===== config.mk =====
export PLATFORM = sky130hd
export DESIGN_NAME = integer_text_formatter
export DESIGN_NICKNAME = d
export VERILOG_FILES = /design/src/rtl/itf_pkg.sv /design/src/rtl/integer_text_formatter.sv
export SDC_FILE = /design/constraint.sdc
export NUM_CORES = 1
export LEC_CHECK = 0
export BUFFER_PORTS_ARGS = -buffer_cell sky130_fd_sc_hd__buf_4
export CORE_ASPECT_RATIO = 1.1
export CORE_UTILIZATION = 36
export DETAILED_ROUTE_END_ITERATION = 8
export PLACE_DENSITY = 0.54
export SETUP_SLACK_MARGIN = 0.2
export SLEW_MARGIN = 30
export SYNTH_ARGS = -nofsm -noshare
export SYNTH_HDL_FRONTEND = slang
export SYNTH_SLANG_ARGS = --single-unit

===== constraint.sdc =====
create_clock -name clk_i -period 3.84 [get_ports clk_i]
set_input_delay 0 -clock clk_i [delete_from_list [all_inputs] [get_ports clk_i]]
set_output_delay 0 -clock clk_i [all_outputs]
set_load 0.01 [all_outputs]

===== src/rtl/itf_pkg.sv =====
// ----------------------------------------------------------------------------
// itf_pkg: shared types and constants for the integer text formatter
// Action codes, sign codes, sequencer states and ASCII digit lookup.
// ----------------------------------------------------------------------------
package itf_pkg;

  typedef enum logic [2:0] {
    ACT_SDEC = 3'd0,
    ACT_UDEC = 3'd1,
    ACT_HEX  = 3'd2,
    ACT_BIN  = 3'd3,
    ACT_PTR  = 3'd4
  } action_e;

  typedef enum logic [1:0] {
    SIGN_NONE  = 2'd0,
    SIGN_PLUS  = 2'd1,
    SIGN_SPACE = 2'd2
  } sign_mode_e;

  typedef enum logic [3:0] {
    ST_IDLE,
    ST_CONV,
    ST_SKIP,
    ST_SIZE,
    ST_LPAD,
    ST_PREFIX,
    ST_ZPAD,
    ST_DIGIT,
    ST_RPAD,
    ST_FLUSH
  } state_e;

  localparam logic [7:0] CH_SPACE = 8'h20;
  localparam logic [7:0] CH_PLUS  = 8'h2B;
  localparam logic [7:0] CH_MINUS = 8'h2D;
  localparam logic [7:0] CH_ZERO  = 8'h30;
  localparam logic [7:0] CH_X     = 8'h78;

  // BCD digits after the full 64-bit conversion
  localparam int unsigned DEC_DIGITS = 20;
  localparam int unsigned HEX_DIGITS = 16;
  localparam int unsigned BIN_DIGITS = 64;
  localparam int unsigned DIG_BITS   = 4 * DEC_DIGITS;

  localparam logic [7:0] DIGITS_LOWER [16] = '{
    8'h30, 8'h31, 8'h32, 8'h33, 8'h34, 8'h35, 8'h36, 8'h37,
    8'h38, 8'h39, 8'h61, 8'h62, 8'h63, 8'h64, 8'h65, 8'h66
  };
  localparam logic [7:0] DIGITS_UPPER [16] = '{
    8'h30, 8'h31, 8'h32, 8'h33, 8'h34, 8'h35, 8'h36, 8'h37,
    8'h38, 8'h39, 8'h41, 8'h42, 8'h43, 8'h44, 8'h45, 8'h46
  };

  function automatic logic [7:0] digit_char(input logic [3:0] nib, input logic upper);
    digit_char = upper ? DIGITS_UPPER[nib] : DIGITS_LOWER[nib];
  endfunction

endpackage


===== src/rtl/integer_text_formatter.sv =====
// ----------------------------------------------------------------------------
// integer_text_formatter
// Renders one 64-bit integer as printf-style ASCII text in packed groups.
// ----------------------------------------------------------------------------
// Input channel: one beat carries a value, its kind (signed or unsigned
// decimal, hex, binary, pointer) and the format flags. Output channel: each
// beat carries up to CHARS_PER_RESULT characters, first in the lowest byte,
// a character count, and last on the final group of the text.
// One item is worked on at a time; in_stall_o is high from acceptance until
// the final group has left the packer.
// Steps per item: decimal kinds first run the bit-serial binary-to-BCD
// shifter; every kind except pointer then drops leading zero digits, keeping
// at least one. After a sizing step the text leaves at one character per
// cycle through the left pad, prefix, zero pad, digit and right pad segments,
// pausing while a full group waits to move to the output register.
// A stalled output holds its beat; the packer fills behind it and then the
// character sequencer waits. Reset returns to idle and drops any output beat.
// ----------------------------------------------------------------------------
module integer_text_formatter #(
  parameter int unsigned CHARS_PER_RESULT = 8
) (
  input  logic                    clk_i,
  input  logic                    rst_ni,
  input  logic                    in_valid_i,
  output logic                    in_stall_o,
  input  logic [2:0]              action_i,
  input  logic [63:0]             value_i,
  input  logic                    left_align_i,
  input  logic [1:0]              sign_mode_i,
  input  logic                    zero_pad_i,
  input  logic                    upper_case_i,
  input  logic [7:0]              pad_width_i,
  output logic                    out_valid_o,
  input  logic                    out_stall_i,
  output logic [63:0]             chars_o,
  output logic [3:0]              char_count_o,
  output logic                    last_o
);
  import itf_pkg::*;

  localparam logic [3:0] GroupChars = 4'(CHARS_PER_RESULT);
  localparam logic [5:0] ConvLast   = 6'd63;

  state_e state_q, state_d;

  action_e                act_q, act_d;
  logic                   left_q, left_d;
  logic                   zpad_q, zpad_d;
  logic                   upper_q, upper_d;
  logic [7:0]             width_q, width_d;
  logic [1:0]             plen_q, plen_d;
  logic [15:0]            pre_q, pre_d;
  logic [63:0]            val_q, val_d;
  logic [DIG_BITS-1:0]    sh_q, sh_d;
  logic [6:0]             ndig_q, ndig_d;
  logic [5:0]             bit_cnt_q, bit_cnt_d;
  logic [7:0]             pad_q, pad_d;
  logic [7:0]             rem_q, rem_d;

  logic [63:0]            pk_word_q, pk_word_d;
  logic [3:0]             pk_cnt_q, pk_cnt_d;
  logic                   pk_full_q, pk_full_d;
  logic                   pk_last_q, pk_last_d;

  logic                   out_valid_q, out_valid_d;
  logic [63:0]            out_chars_q, out_chars_d;
  logic [3:0]             out_cnt_q, out_cnt_d;
  logic                   out_last_q, out_last_d;

  always_ff @(posedge clk_i or negedge rst_ni) begin
    if (!rst_ni) begin
      state_q     <= ST_IDLE;
      pk_word_q   <= '0;
      pk_cnt_q    <= '0;
      pk_full_q   <= 1'b0;
      out_valid_q <= 1'b0;
    end else begin
      state_q     <= state_d;
      pk_word_q   <= pk_word_d;
      pk_cnt_q    <= pk_cnt_d;
      pk_full_q   <= pk_full_d;
      out_valid_q <= out_valid_d;
    end
  end

  always_ff @(posedge clk_i) begin
    act_q       <= act_d;
    left_q      <= left_d;
    zpad_q      <= zpad_d;
    upper_q     <= upper_d;
    width_q     <= width_d;
    plen_q      <= plen_d;
    pre_q       <= pre_d;
    val_q       <= val_d;
    sh_q        <= sh_d;
    ndig_q      <= ndig_d;
    bit_cnt_q   <= bit_cnt_d;
    pad_q       <= pad_d;
    rem_q       <= rem_d;
    pk_last_q   <= pk_last_d;
    out_chars_q <= out_chars_d;
    out_cnt_q   <= out_cnt_d;
    out_last_q  <= out_last_d;
  end

  always_comb begin
    action_e             act_in;
    logic [63:0]         mag;
    logic                is_neg;
    logic [DIG_BITS-1:0] adj;
    logic [3:0]          d;
    logic                top_zero;
    logic [7:0]          total;
    logic [7:0]          zpad_cnt;
    logic [7:0]          rpad_cnt;
    logic [3:0]          nib;
    logic [7:0]          ch;
    logic                ch_last;
    logic                emit;
    logic                advance;
    logic [3:0]          cnt_inc;
    logic                out_free;

    state_d     = state_q;
    act_d       = act_q;
    left_d      = left_q;
    zpad_d      = zpad_q;
    upper_d     = upper_q;
    width_d     = width_q;
    plen_d      = plen_q;
    pre_d       = pre_q;
    val_d       = val_q;
    sh_d        = sh_q;
    ndig_d      = ndig_q;
    bit_cnt_d   = bit_cnt_q;
    pad_d       = pad_q;
    rem_d       = rem_q;
    pk_word_d   = pk_word_q;
    pk_cnt_d    = pk_cnt_q;
    pk_full_d   = pk_full_q;
    pk_last_d   = pk_last_q;
    out_valid_d = out_valid_q;
    out_chars_d = out_chars_q;
    out_cnt_d   = out_cnt_q;
    out_last_d  = out_last_q;

    // input decode
    act_in = (action_i > ACT_PTR) ? ACT_UDEC : action_e'(action_i);
    is_neg = (act_in == ACT_SDEC) && value_i[63];
    mag    = is_neg ? (64'd0 - value_i) : value_i;

    // double-dabble correction on every BCD digit
    for (int g = 0; g < DEC_DIGITS; g++) begin
      d = sh_q[g*4 +: 4];
      adj[g*4 +: 4] = (d >= 4'd5) ? (d + 4'd3) : d;
    end

    top_zero = (act_q == ACT_BIN) ? !sh_q[DIG_BITS-1] : (sh_q[DIG_BITS-1 -: 4] == 4'd0);
    total    = 8'(plen_q) + 8'(ndig_q);
    zpad_cnt = (!left_q && zpad_q) ? pad_q : 8'd0;
    rpad_cnt = left_q ? pad_q : 8'd0;

    nib = (act_q == ACT_BIN) ? {3'd0, sh_q[DIG_BITS-1]} : sh_q[DIG_BITS-1 -: 4];

    ch = CH_SPACE;
    case (state_q)
      ST_PREFIX: ch = (rem_q == 8'd2) ? pre_q[15:8] : pre_q[7:0];
      ST_ZPAD:   ch = CH_ZERO;
      ST_DIGIT:  ch = digit_char(nib, upper_q);
      default:   ch = CH_SPACE;
    endcase
    ch_last = (rem_q == 8'd1) &&
              ((state_q == ST_RPAD) || ((state_q == ST_DIGIT) && (rpad_cnt == 8'd0)));

    emit    = 1'b0;
    advance = 1'b0;

    case (state_q)
      ST_IDLE: begin
        if (in_valid_i) begin
          act_d   = act_in;
          left_d  = left_align_i;
          zpad_d  = zero_pad_i;
          upper_d = upper_case_i && (act_in == ACT_HEX);
          width_d = pad_width_i;
          plen_d  = 2'd0;
          pre_d   = {CH_ZERO, CH_X};
          if (act_in == ACT_PTR) begin
            plen_d = 2'd2;
          end else if (is_neg) begin
            plen_d = 2'd1;
            pre_d  = {8'd0, CH_MINUS};
          end else if (sign_mode_i == SIGN_PLUS) begin
            plen_d = 2'd1;
            pre_d  = {8'd0, CH_PLUS};
          end else if (sign_mode_i == SIGN_SPACE) begin
            plen_d = 2'd1;
            pre_d  = {8'd0, CH_SPACE};
          end
          bit_cnt_d = '0;
          val_d     = mag;
          if (act_in == ACT_SDEC || act_in == ACT_UDEC) begin
            sh_d    = '0;
            ndig_d  = 7'(DEC_DIGITS);
            state_d = ST_CONV;
          end else begin
            sh_d    = {mag, 16'd0};
            ndig_d  = (act_in == ACT_BIN) ? 7'(BIN_DIGITS) : 7'(HEX_DIGITS);
            state_d = ST_SKIP;
          end
        end
      end
      ST_CONV: begin
        // shift one value bit into the BCD register per cycle
        sh_d      = {adj[DIG_BITS-2:0], val_q[63]};
        val_d     = {val_q[62:0], 1'b0};
        bit_cnt_d = bit_cnt_q + 6'd1;
        if (bit_cnt_q == ConvLast) begin
          state_d = ST_SKIP;
        end
      end
      ST_SKIP: begin
        // drop leading zero digits except for pointers, keep at least one
        if (act_q != ACT_PTR && ndig_q > 7'd1 && top_zero) begin
          sh_d   = (act_q == ACT_BIN) ? {sh_q[DIG_BITS-2:0], 1'b0}
                                      : {sh_q[DIG_BITS-5:0], 4'd0};
          ndig_d = ndig_q - 7'd1;
        end else begin
          state_d = ST_SIZE;
        end
      end
      ST_SIZE: begin
        pad_d   = (width_q > total) ? (width_q - total) : 8'd0;
        rem_d   = (width_q > total && !left_q && !zpad_q) ? (width_q - total) : 8'd0;
        state_d = ST_LPAD;
      end
      ST_LPAD, ST_PREFIX, ST_ZPAD, ST_DIGIT, ST_RPAD: begin
        if (rem_q == 8'd0) begin
          advance = 1'b1;
        end else if (!pk_full_q) begin
          emit  = 1'b1;
          rem_d = rem_q - 8'd1;
          if (rem_q == 8'd1) begin
            advance = 1'b1;
          end
        end
      end
      ST_FLUSH: begin
        if (!pk_full_q) begin
          state_d = ST_IDLE;
        end
      end
      default: state_d = ST_IDLE;
    endcase

    if (advance) begin
      case (state_q)
        ST_LPAD: begin
          state_d = ST_PREFIX;
          rem_d   = 8'(plen_q);
        end
        ST_PREFIX: begin
          state_d = ST_ZPAD;
          rem_d   = zpad_cnt;
        end
        ST_ZPAD: begin
          state_d = ST_DIGIT;
          rem_d   = 8'(ndig_q);
        end
        ST_DIGIT: begin
          state_d = ST_RPAD;
          rem_d   = rpad_cnt;
        end
        default: state_d = ST_FLUSH;
      endcase
    end

    // advance the digit shifter as each digit leaves
    if (emit && state_q == ST_DIGIT) begin
      sh_d = (act_q == ACT_BIN) ? {sh_q[DIG_BITS-2:0], 1'b0}
                                : {sh_q[DIG_BITS-5:0], 4'd0};
    end

    // move a full group into the output register
    out_free = !out_valid_q || !out_stall_i;
    if (out_valid_q && !out_stall_i) begin
      out_valid_d = 1'b0;
    end
    if (pk_full_q && out_free) begin
      out_valid_d = 1'b1;
      out_chars_d = pk_word_q;
      out_cnt_d   = pk_cnt_q;
      out_last_d  = pk_last_q;
      pk_word_d   = '0;
      pk_cnt_d    = '0;
      pk_full_d   = 1'b0;
    end

    // pack one character per beat slot
    cnt_inc = pk_cnt_q + 4'd1;
    if (emit) begin
      pk_word_d[{pk_cnt_q[2:0], 3'b000} +: 8] = ch;
      pk_cnt_d  = cnt_inc;
      pk_last_d = ch_last;
      pk_full_d = (cnt_inc == GroupChars) || ch_last;
    end
  end

  assign in_stall_o   = (state_q != ST_IDLE);
  assign out_valid_o  = out_valid_q;
  assign chars_o      = out_chars_q;
  assign char_count_o = out_cnt_q;
  assign last_o       = out_last_q;

endmodule


## Word level (Yosys, flattened, before mapping)

Memory sizes are Yosys's and may differ from the RTL's.
Cells that the tools add are included.

- Output and inout port bits: 71
- Memory bits (read-only): 256
- Memories kept: 2
- Logic and storage cells: 235
- Register bits after elaboration: 349
- Input bits: 84

Memories:

| memory | depth | bits a word | read ports | clocked after memory_dff | wr ports | RTL line | RTL |
|---|---|---|---|---|---|---|---|
| (no name shown) | 16 | 8 | 1 | 0 | 0 | itf_pkg.sv:56 | `digit_char = upper ? DIGITS_UPPER[nib] : DIGITS_LOWER[nib];` |
| (no name shown) | 16 | 8 | 1 | 0 | 0 | itf_pkg.sv:56 |  |

- Reduce and logical (&&, ||, !) cells: 40
- Bitwise gates (word level): 1
- Equal/unequal tests: 30
- Add/sub/neg operators: 28
- $lt $le $gt $ge: 24
- Mux-type cells: 84
- Shift-type cells: 2

Operators with widths:

| kind | number |
|---|---|
| 2-to-1 mux 80 bit | 5 |
| 2-to-1 mux 64 bit | 4 |
| case mux 80 bit (3 select lines) | 1 |
| case mux 64 bit (2 select lines) | 1 |
| 2-to-1 mux 4 bit | 27 |
| 2-to-1 mux 8 bit | 12 |
| >= comparator 4 x 3 -> 1 bit (second input constant) | 20 |
| adder 4 x 2 -> 4 bit (second input constant) | 19 |
| bitwise mux 64 bit | 1 |
| variable shift 8 x 8 -> 64 bit (first input constant) | 1 |
| variable part select 8 x 8 -> 64 bit | 1 |
| subtractor 1 x 64 -> 64 bit (first input constant) | 1 |
| 2-to-1 mux 14 bit | 3 |
| case mux 8 bit (4 select lines) | 1 |
| 2-to-1 mux 7 bit | 4 |
| case mux 4 bit (6 select lines) | 1 |
| case mux 8 bit (3 select lines) | 1 |
| != test 3 bit (second input constant) | 7 |
| == test 4 x 3 -> 1 bit (second input constant) | 4 |
| logical NOT 8 bit | 2 |
| case mux 4 bit (4 select lines) | 1 |
| case mux 8 bit (2 select lines) | 1 |
| 2-to-1 mux 1 bit | 15 |
| case mux 7 bit (2 select lines) | 1 |
| other kinds (42) | 75 |

## Longest topological paths before layout

Gate-level depths: netlist of run 1.

- Depth after elaboration: 11
- Mapped depth: 12
- Mapped depth without buffers: 12

## Worst setup path after synthesis of run 1

OpenSTA, ideal clock, no wires.

- Path kind: reg2reg
- Start point: register state_q[2]
- End point: register bit_cnt_q[0], enable pin
- Slack: 0.211 ns
- Buffers on the path: 4
- Data required time: 3.109 ns
- Period minus slack after synthesis: 3.629 ns
- Stages on the path, launching flop included: 8
- Data arrival time: 2.898 ns
- Library setup time: 0.731 ns
- Path through: dfrtp_1 -> buf_2 -> nor2_1 -> nand2_1 -> clkbuf_1 -> clkbuf_1 -> buf_1 -> nand2_1

- Longest elaborated chain between the ends: 3
- Elaborated cells between the ends (all ways): 5
- Classes of those cells: 2 x eq/ne; 3 x reduce/logical

RTL lines:

| element | RTL line | RTL |
|---|---|---|
| from (decl) | integer_text_formatter.sv:44 | `state_e state_q, state_d;` |
| from (signal assigned) | integer_text_formatter.sv:78 | `state_q <= state_d;` |
| == test 4 x 1 -> 1 bit / logical NOT 4 bit (equally long branches) | integer_text_formatter.sv:178 | `case (state_q)` |
| nonzero test 2 bit (no source line) / != test 2 bit (equally long branches) | - |  |
| AND reduction 2 bit (no source line) (*) | - |  |
| to (signal assigned) | integer_text_formatter.sv:97 | `bit_cnt_q <= bit_cnt_d;` |
| to (decl) | integer_text_formatter.sv:56 | `logic [5:0] bit_cnt_q, bit_cnt_d;` |

Every way passes the cells marked *; elsewhere a longest branch is shown, timed or not.
A chain may end at the register's enable or synchronous reset.

## Worst setup path in the final report of run 1

- Start point: register ndig_q[0]
- End point: register rem_q[6]

- Longest elaborated chain between the ends: 8
- Elaborated cells between the ends (all ways): 9
- Classes of those cells: 2 x add/sub; 1 x order compare; 4 x mux; 2 x reduce/logical

RTL lines:

| element | RTL line | RTL |
|---|---|---|
| from (decl) | integer_text_formatter.sv:55 | `logic [6:0] ndig_q, ndig_d;` |
| from (signal assigned) | integer_text_formatter.sv:96 | `ndig_q <= ndig_d;` |
| adder 2 x 7 -> 8 bit (*) | integer_text_formatter.sv:159 | `total = 8'(plen_q) + 8'(ndig_q);` |
| greater-than comparator 8 bit | integer_text_formatter.sv:234 | `rem_d = (width_q > total && !left_q && !zpad_q) ? (width_q - total) : 8'd0;` |
| logical AND 1 bit (2 in a row) | integer_text_formatter.sv:234 |  |
| 2-to-1 mux 8 bit (*) | integer_text_formatter.sv:234 |  |
| case mux 8 bit (2 select lines) (*) | integer_text_formatter.sv:178 |  |
| case mux 8 bit (4 select lines) | integer_text_formatter.sv:257 | `case (state_q)` |
| 2-to-1 mux 8 bit (*) | integer_text_formatter.sv:256 | `if (advance) begin` |
| named net rem_d[6] | integer_text_formatter.sv:58 | `logic [7:0] rem_q, rem_d;` |
| to (signal assigned) | integer_text_formatter.sv:99 | `rem_q <= rem_d;` |
| to (decl) | integer_text_formatter.sv:58 |  |

Mark *: on every way through the listed nets, which the timed path passes. The rest lies on a longest branch.

==> impl_metrics.tcl, run 1 <==
set metrics [dict create \
    vias 14940 \
    syn_to_final_growth_pct 23.3 \
    die_w_um 220 \
    drt-vias-per-instance 5.35 \
    crit_path_cell_trace "ha_1, fa_1, xnor2_1, ha_1, nor2b_1, o31a_1, o31a_1, o31ai_1, or3b_2, a31oi_1" \
    synth-seq-area-share 0.516 \
    synth_compound_area_frac 0.167 \
    grt-ovfl-total 0 \
    detail-route-antenna-nets 0 \
    maxCapViolations 0 \
    synth.largest_area_cell "edfxtp_1" \
    avgSynthCellArea_um2 10.1 \
    synth-xor-area-share 0.0466 \
    cp_slowest_cell "edfxtp_1" \
    maxUsedRoutingLayer "met5" \
    wl_per_cell_um 18.2 \
    worstMarginPinSlew_ns 0.909 \
    dr_wl_met3_um 2540 \
    power.density_mw_per_mm2 494 \
    synth-edff-count 256 \
    yosysWarningCount 0 \
    std_cell_rows 87 \
    rsz0062_at_grt "false" \
    synth_area_leaders "edfxtp_1 (41%), dfrtp_1 (9.9%), a21oi_1 (5.6%), ha_1 (4.3%), o21ai_0 (4.2%)" \
    ys_types 75 \
    synth_top_family_by_area "compound AO/OA/AOI/OAI gates" \
    cp-start-kind "register" \
    ys_ff_latch 338 \
    post-cts-setup-buffers 0 \
    h-tree-depth 2 \
    cts_sinks 338 \
    wl_met2_um 23600 \
    placedCellCount 2632 \
    dr.pass1.iters 7 \
    finalPower_mw 11.5 \
    place_area_mm2 0.0209 \
    ir_drop_uv 278 \
    fin_nets 2245 \
    root_buffer "clkbuf_16" \
    grt_usage 0.190 \
    routed_wirelength_um 50900 \
    core_mm2 0.0514 \
    syn_inst 1862 \
    remaining_drc_errors 24 \
    crit_buf_inv 0 \
    dr.first_iter.drc_count 975 \
    n_fill_cell 4853 \
    grt_pass1_wl_um 79600 \
    slew_violations 0 \
    failed_checks "design-rule violations" \
    final.setup.tns_ns 0 \
    syn-num-nets 2013 \
    dpl.hpwl_um 34600 \
    synth.area.mux_share 0.0337 \
    stdcell_area_mm2 0.0232 \
    p_leak_nw 8.87 \
    cpPeakStageDelay_ns 0.49 \
    clk_path_buf_depth 3 \
    cp.required_ns 4.28 \
    worstSetupEndpointType "register" \
    hold_viol 0 \
    synthFlopType "edfxtp_1" \
    fin_worst_skew_ns 0.0246 \
    crit_fanout 7 \
    yosysTopAreaCellShare 0.409 \
    instances_no_fill 2793 \
    synthArstFlopShare 0.219 \
    criticalPathCategory "register to register" \
    regArea_mm2 0.00970 \
    multi_input_area_mm2 0.00849 \
    hp-class "input port to register" \
    io_pins 155 \
    cts_tree "yes" \
    dieArea_mm2 0.0531 \
    clock_latency_ns 0.58 \
    synthAdderAreaFrac 0.0454 \
    numCtsBuffers 40 \
    grt_max_degree 107 \
    cp_top_family "compound AO/OA/AOI/OAI gates" \
    num_antenna_cells 0 \
    fin_crit_ns 3.33 \
    path_clk_slew_ns 0.06 \
    slew_headroom 0.388 \
    status "complete, but fails checks" \
    fmax_mhz 300 \
    syn_area_mm2 0.0188 \
    routabilityCongestion 0.854 \
    antenna_found_initial 1 \
    synth-simple-area-share 0.156 \
    period_share 0.868 \
    layout_common_cells "edfxtp_1 (256), a21oi_1 (211), buf_4 (188)" \
    die-height_um 242 \
    setup_viol 0 \
    cp_data_arrival_time_ns 3.77 \
    wl_met1_um 23300 \
    drive_gt1_frac 0.136 \
    hold_slack_ns 0.118 \
    floorplan.initialDensity 0.366 \
    final_common_cell "edfxtp_1" \
    grt_pass1_vias 14443 \
    io_buffers 154 \
]
## worst paths after layout
check | startpoint | endpoint | slack (ns) | cells after the start
setup / recovery | ndig_q[0] | rem_q[6] | 0.51 | 10
hold / removal | in_valid_i | ndig_q[4] | 0.12 | 4
setup reg to reg | ndig_q[0] | rem_q[6] | 0.51 | 10
hold reg to reg | pk_word_q[57] | chars_o[57] | 0.44 | 0
max in group asynchronous | rst_ni | pk_word_q[39] | 3.08 | 4
min in group asynchronous | rst_ni | pk_word_q[2] | 0.49 | 4
## per-stage QoR
step	setup slack (ns)	utilization
6_report	0.506	0.451
2_1_floorplan	0.211	-
5_1_grt	0.248	0.451
3_3_place_gp	0.635	0.405
4_1_cts	0.532	0.451
3_5_place_dp	0.559	0.406
## kinds of logic after synthesis
family / Yosys count
AND/OR/NAND/NOR: 589
XOR/XNOR: 100
multiplexers: 63
AO/OA/AOI/OAI: 535
buffers and inverters: 170
adder cells (fa/ha/maj): 67
flip-flops: 338
## layer usage
metal  vias up  GRT usage
met1      7173      0.256
li1       7276          -
met4         2     0.0619
met5         -          0
met3        96     0.0318
met2       393      0.308
## registers in the layout, indices dropped and copies added (netlist names), 5 cells and up
register,flops
width_q,8
ndig_q,7
sh_q,80
pk_word_q,64
chars_o,64
rem_q,8
bit_cnt_q,6
val_q,64
pad_q,8
pre_q,5
## final cells by class
cell class,instances,area share
Tap cell,667,0.0360
Multi-Input combinational cell,1354,0.366
Timing Repair Buffer,283,0.105
Sequential cell,338,0.419
Clock inverter,30,0.0181
Inverter,77,0.0125
Clock buffer,44,0.0438
## Yosys cell counts, types with 11 or more instances
master and count:
o22ai_1 20, dfrtp_1 74, nor4_1 18, and2_1 13
mux2i_1 60, ha_1 65, a21oi_1 211, xor2_1 31
o22a_1 17, nor3b_1 30, o21ai_0 158, nand2b_1 28
nor3_1 36, buf_2 15, nor2_1 172, nor2b_1 11
nand3_1 47, clkbuf_1 71, a31oi_1 29, xnor2_1 69
nand2_1 169, inv_1 76, edfxtp_1 256, a221oi_1 12
## tightest hold or removal path, cell delays in order
cell	delay [ns]
buf_4	0.11
nand3_1	0.14
o21ai_0	0.12
buf_4	0.17
## report_power, final
group          internal [mW]  switching [mW]  total (mW)
Sequential              4.62           0.363        4.98
Combinational          0.987            1.33        2.32
Clock                   2.54            1.61        4.15
## timing repair
action	in CTS	in global routing
resized for setup	0	0
hold buffers	87	0
hold endpoints to repair	217	0
endpoints found under the setup margin	0	0
Power figures use the tool's default switching activity.
==> run 2, diff against run 1 <==
--- a/config.mk
+++ b/config.mk
@@ -8,6 +8,7 @@
 export BUFFER_PORTS_ARGS = -buffer_cell sky130_fd_sc_hd__buf_4
 export CORE_ASPECT_RATIO = 1.1
 export CORE_UTILIZATION = 36
+export CTS_BUF_LIST = sky130_fd_sc_hd__clkbuf_16
 export DETAILED_ROUTE_END_ITERATION = 8
 export PLACE_DENSITY = 0.54
 export SETUP_SLACK_MARGIN = 0.2
==> run 2 against run 1 <==
  * The run still ends with design-rule violations left
  * Setup slack barely moved
  * Register-to-register slack barely moved
  * Critical path depth did not move
  * First-iteration DRC count rose by 1.6%
  * Total power barely moved
  * Sequential cell count did not move
  * Maximum frequency barely moved
  * Clock skew rose by 0.00076 ns
  * Core utilization did not move
  * Cell area did not move
  * Combinational power barely moved
  * Critical endpoint unchanged
  * Largest cell class unchanged
  * Highest routed layer unchanged
==> impl_metrics.tcl, run 2 (synthesized netlist as in run 1, its figures left out) <==
set metrics [dict create \
    floorplan.initialDensity 0.366 \
    io_buffers 154 \
    final.setup.tns_ns 0 \
    dieArea_mm2 0.0531 \
    path_clk_slew_ns 0.06 \
    ir_drop_uv 279 \
    largest_reg_flops 80 \
    clk_path_buf_depth 3 \
    cp-start-kind "register" \
    final_common_cell "edfxtp_1" \
    seqPwrFrac 0.435 \
    postLayoutCoreUtil 0.451 \
    dr.first_iter.drc_count 991 \
    crit_fanout 7 \
    routed_wirelength_um 50800 \
    criticalPathCategory "register to register" \
    worstSetupEndpointType "register" \
    rsz0062_at_grt "false" \
    swShare 0.289 \
    p_leak_nw 8.89 \
    p_switching_mw 3.31 \
    die_w_um 220 \
    place_area_mm2 0.0209 \
    stdcell_area_mm2 0.0232 \
    die-height_um 242 \
    drive_gt1_frac 0.136 \
    hold_slack_ns 0.111 \
    hp-class "input port to register" \
    fmax_mhz 300 \
    slew_headroom 0.387 \
    root_buffer "clkbuf_16" \
    fin_crit_ns 3.33 \
    remaining_drc_errors 24 \
    fin_worst_skew_ns 0.0254 \
    top_register "sh_q" \
    grt_pass1_vias 14439 \
    cts_tree "yes" \
    grt_pass1_wl_um 79600 \
    instances_no_fill 2793 \
    routabilityCongestion 0.854 \
    vias 14948 \
    placedCellCount 2632 \
    status "complete, but fails checks" \
    power.density_mw_per_mm2 494 \
    worst_r2r_path_depth 10 \
    hold_viol 0 \
    p_int_mw 8.14 \
    core_mm2 0.0514 \
    comb_power_share 0.203 \
    grt_usage 0.190 \
    cts_sinks 338 \
    cts_resized 0 \
    regArea_mm2 0.00970 \
    multi_input_area_mm2 0.00849 \
    wl_per_cell_um 18.2 \
    dpl.hpwl_um 34600 \
    grt-ovfl-total 0 \
    io_pins 155 \
    cp.required_ns 4.28 \
    maxCapViolations 0 \
    n_fill_cell 4853 \
    syn_to_final_growth_pct 23.3 \
    dr.pass1.iters 7 \
    period_share 0.868 \
    antenna_found_initial 1 \
    failed_checks "design-rule violations" \
    numCtsBuffers 40 \
    cp_data_arrival_time_ns 3.77 \
    fin_nets 2245 \
    clock_latency_ns 0.58 \
    p_clk_frac 0.362 \
    slew_violations 0 \
    h-tree-depth 2 \
    layout_common_cells "edfxtp_1 (256), a21oi_1 (211), buf_4 (188)" \
    num_antenna_cells 0 \
    grt_max_degree 107 \
    worstMarginPinSlew_ns 0.910 \
    std_cell_rows 87 \
    min_path_cells 4 \
    drt-vias-per-instance 5.35 \
    detail-route-antenna-nets 0 \
    setup_viol 0 \
]
-- run 2: metal layers --
metal,up-vias,part of all wire,track usage
met4,2,0.028,0.0619
met1,7178,0.45,0.256
met2,396,0.47,0.308
met5,-,0.00018,0
met3,94,0.051,0.0318
li1,7278,-,-
-- run 2: layout make-up --
type,count,area share
clock inverter,34,0.0188
multi-input combinational,1354,0.366
timing repair buffer,283,0.105
clock buffer,40,0.0432
sequential,338,0.419
tap,667,0.0360
inverter,77,0.0125
-- run 2: power groups by stage --
| stage | combinational (mW) | clock [mW] | sequential (mW) |
|---|---|---|---|
| detailed placement | 2.25 | 0 | 5.06 |
| global placement | 2.21 | 0 | 5.04 |
| CTS | 2.33 | 4.25 | 4.99 |
| finish | 2.32 | 4.14 | 4.98 |
| global route | 2.57 | 4.38 | 5.05 |
| floorplan | 1.28 | 0 | 5.03 |
-- run 2: worst paths after layout --
path,start,end,slack [ns]
worst min register to register,pk_word_q[57],chars_o[57],0.44
worst max-delay path,ndig_q[0],rem_q[6],0.51
worst max register to register,ndig_q[0],rem_q[6],0.51
worst min-delay path,in_valid_i,ndig_q[4],0.11
min in group asynchronous,rst_ni,pk_word_q[2],0.49
max in group asynchronous,rst_ni,pk_word_q[39],3.09
-- run 2: through the flow --
step,total power [mW],worst slack (ns)
global placement,7.26,0.635
CTS,11.6,0.532
global route,12.0,0.248
floorplan,6.31,0.211
finish,11.4,0.506
detailed placement,7.31,0.559
-- run 2: critical path, cell delays in order, from the launching register on --
cell and delay, ns:
edfxtp_1 0.49, ha_1 0.27, fa_1 0.43, xnor2_1 0.16, ha_1 0.35, nor2b_1 0.17, o31a_1 0.28, o31a_1 0.28
o31ai_1 0.48, or3b_2 0.22, a31oi_1 0.07
-- run 2: what timing repair did --
item | 4_1_cts | 5_1_grt
endpoints found under the hold margin | 217 | 0
setup buffers | 0 | 0
hold buffers | 87 | 0
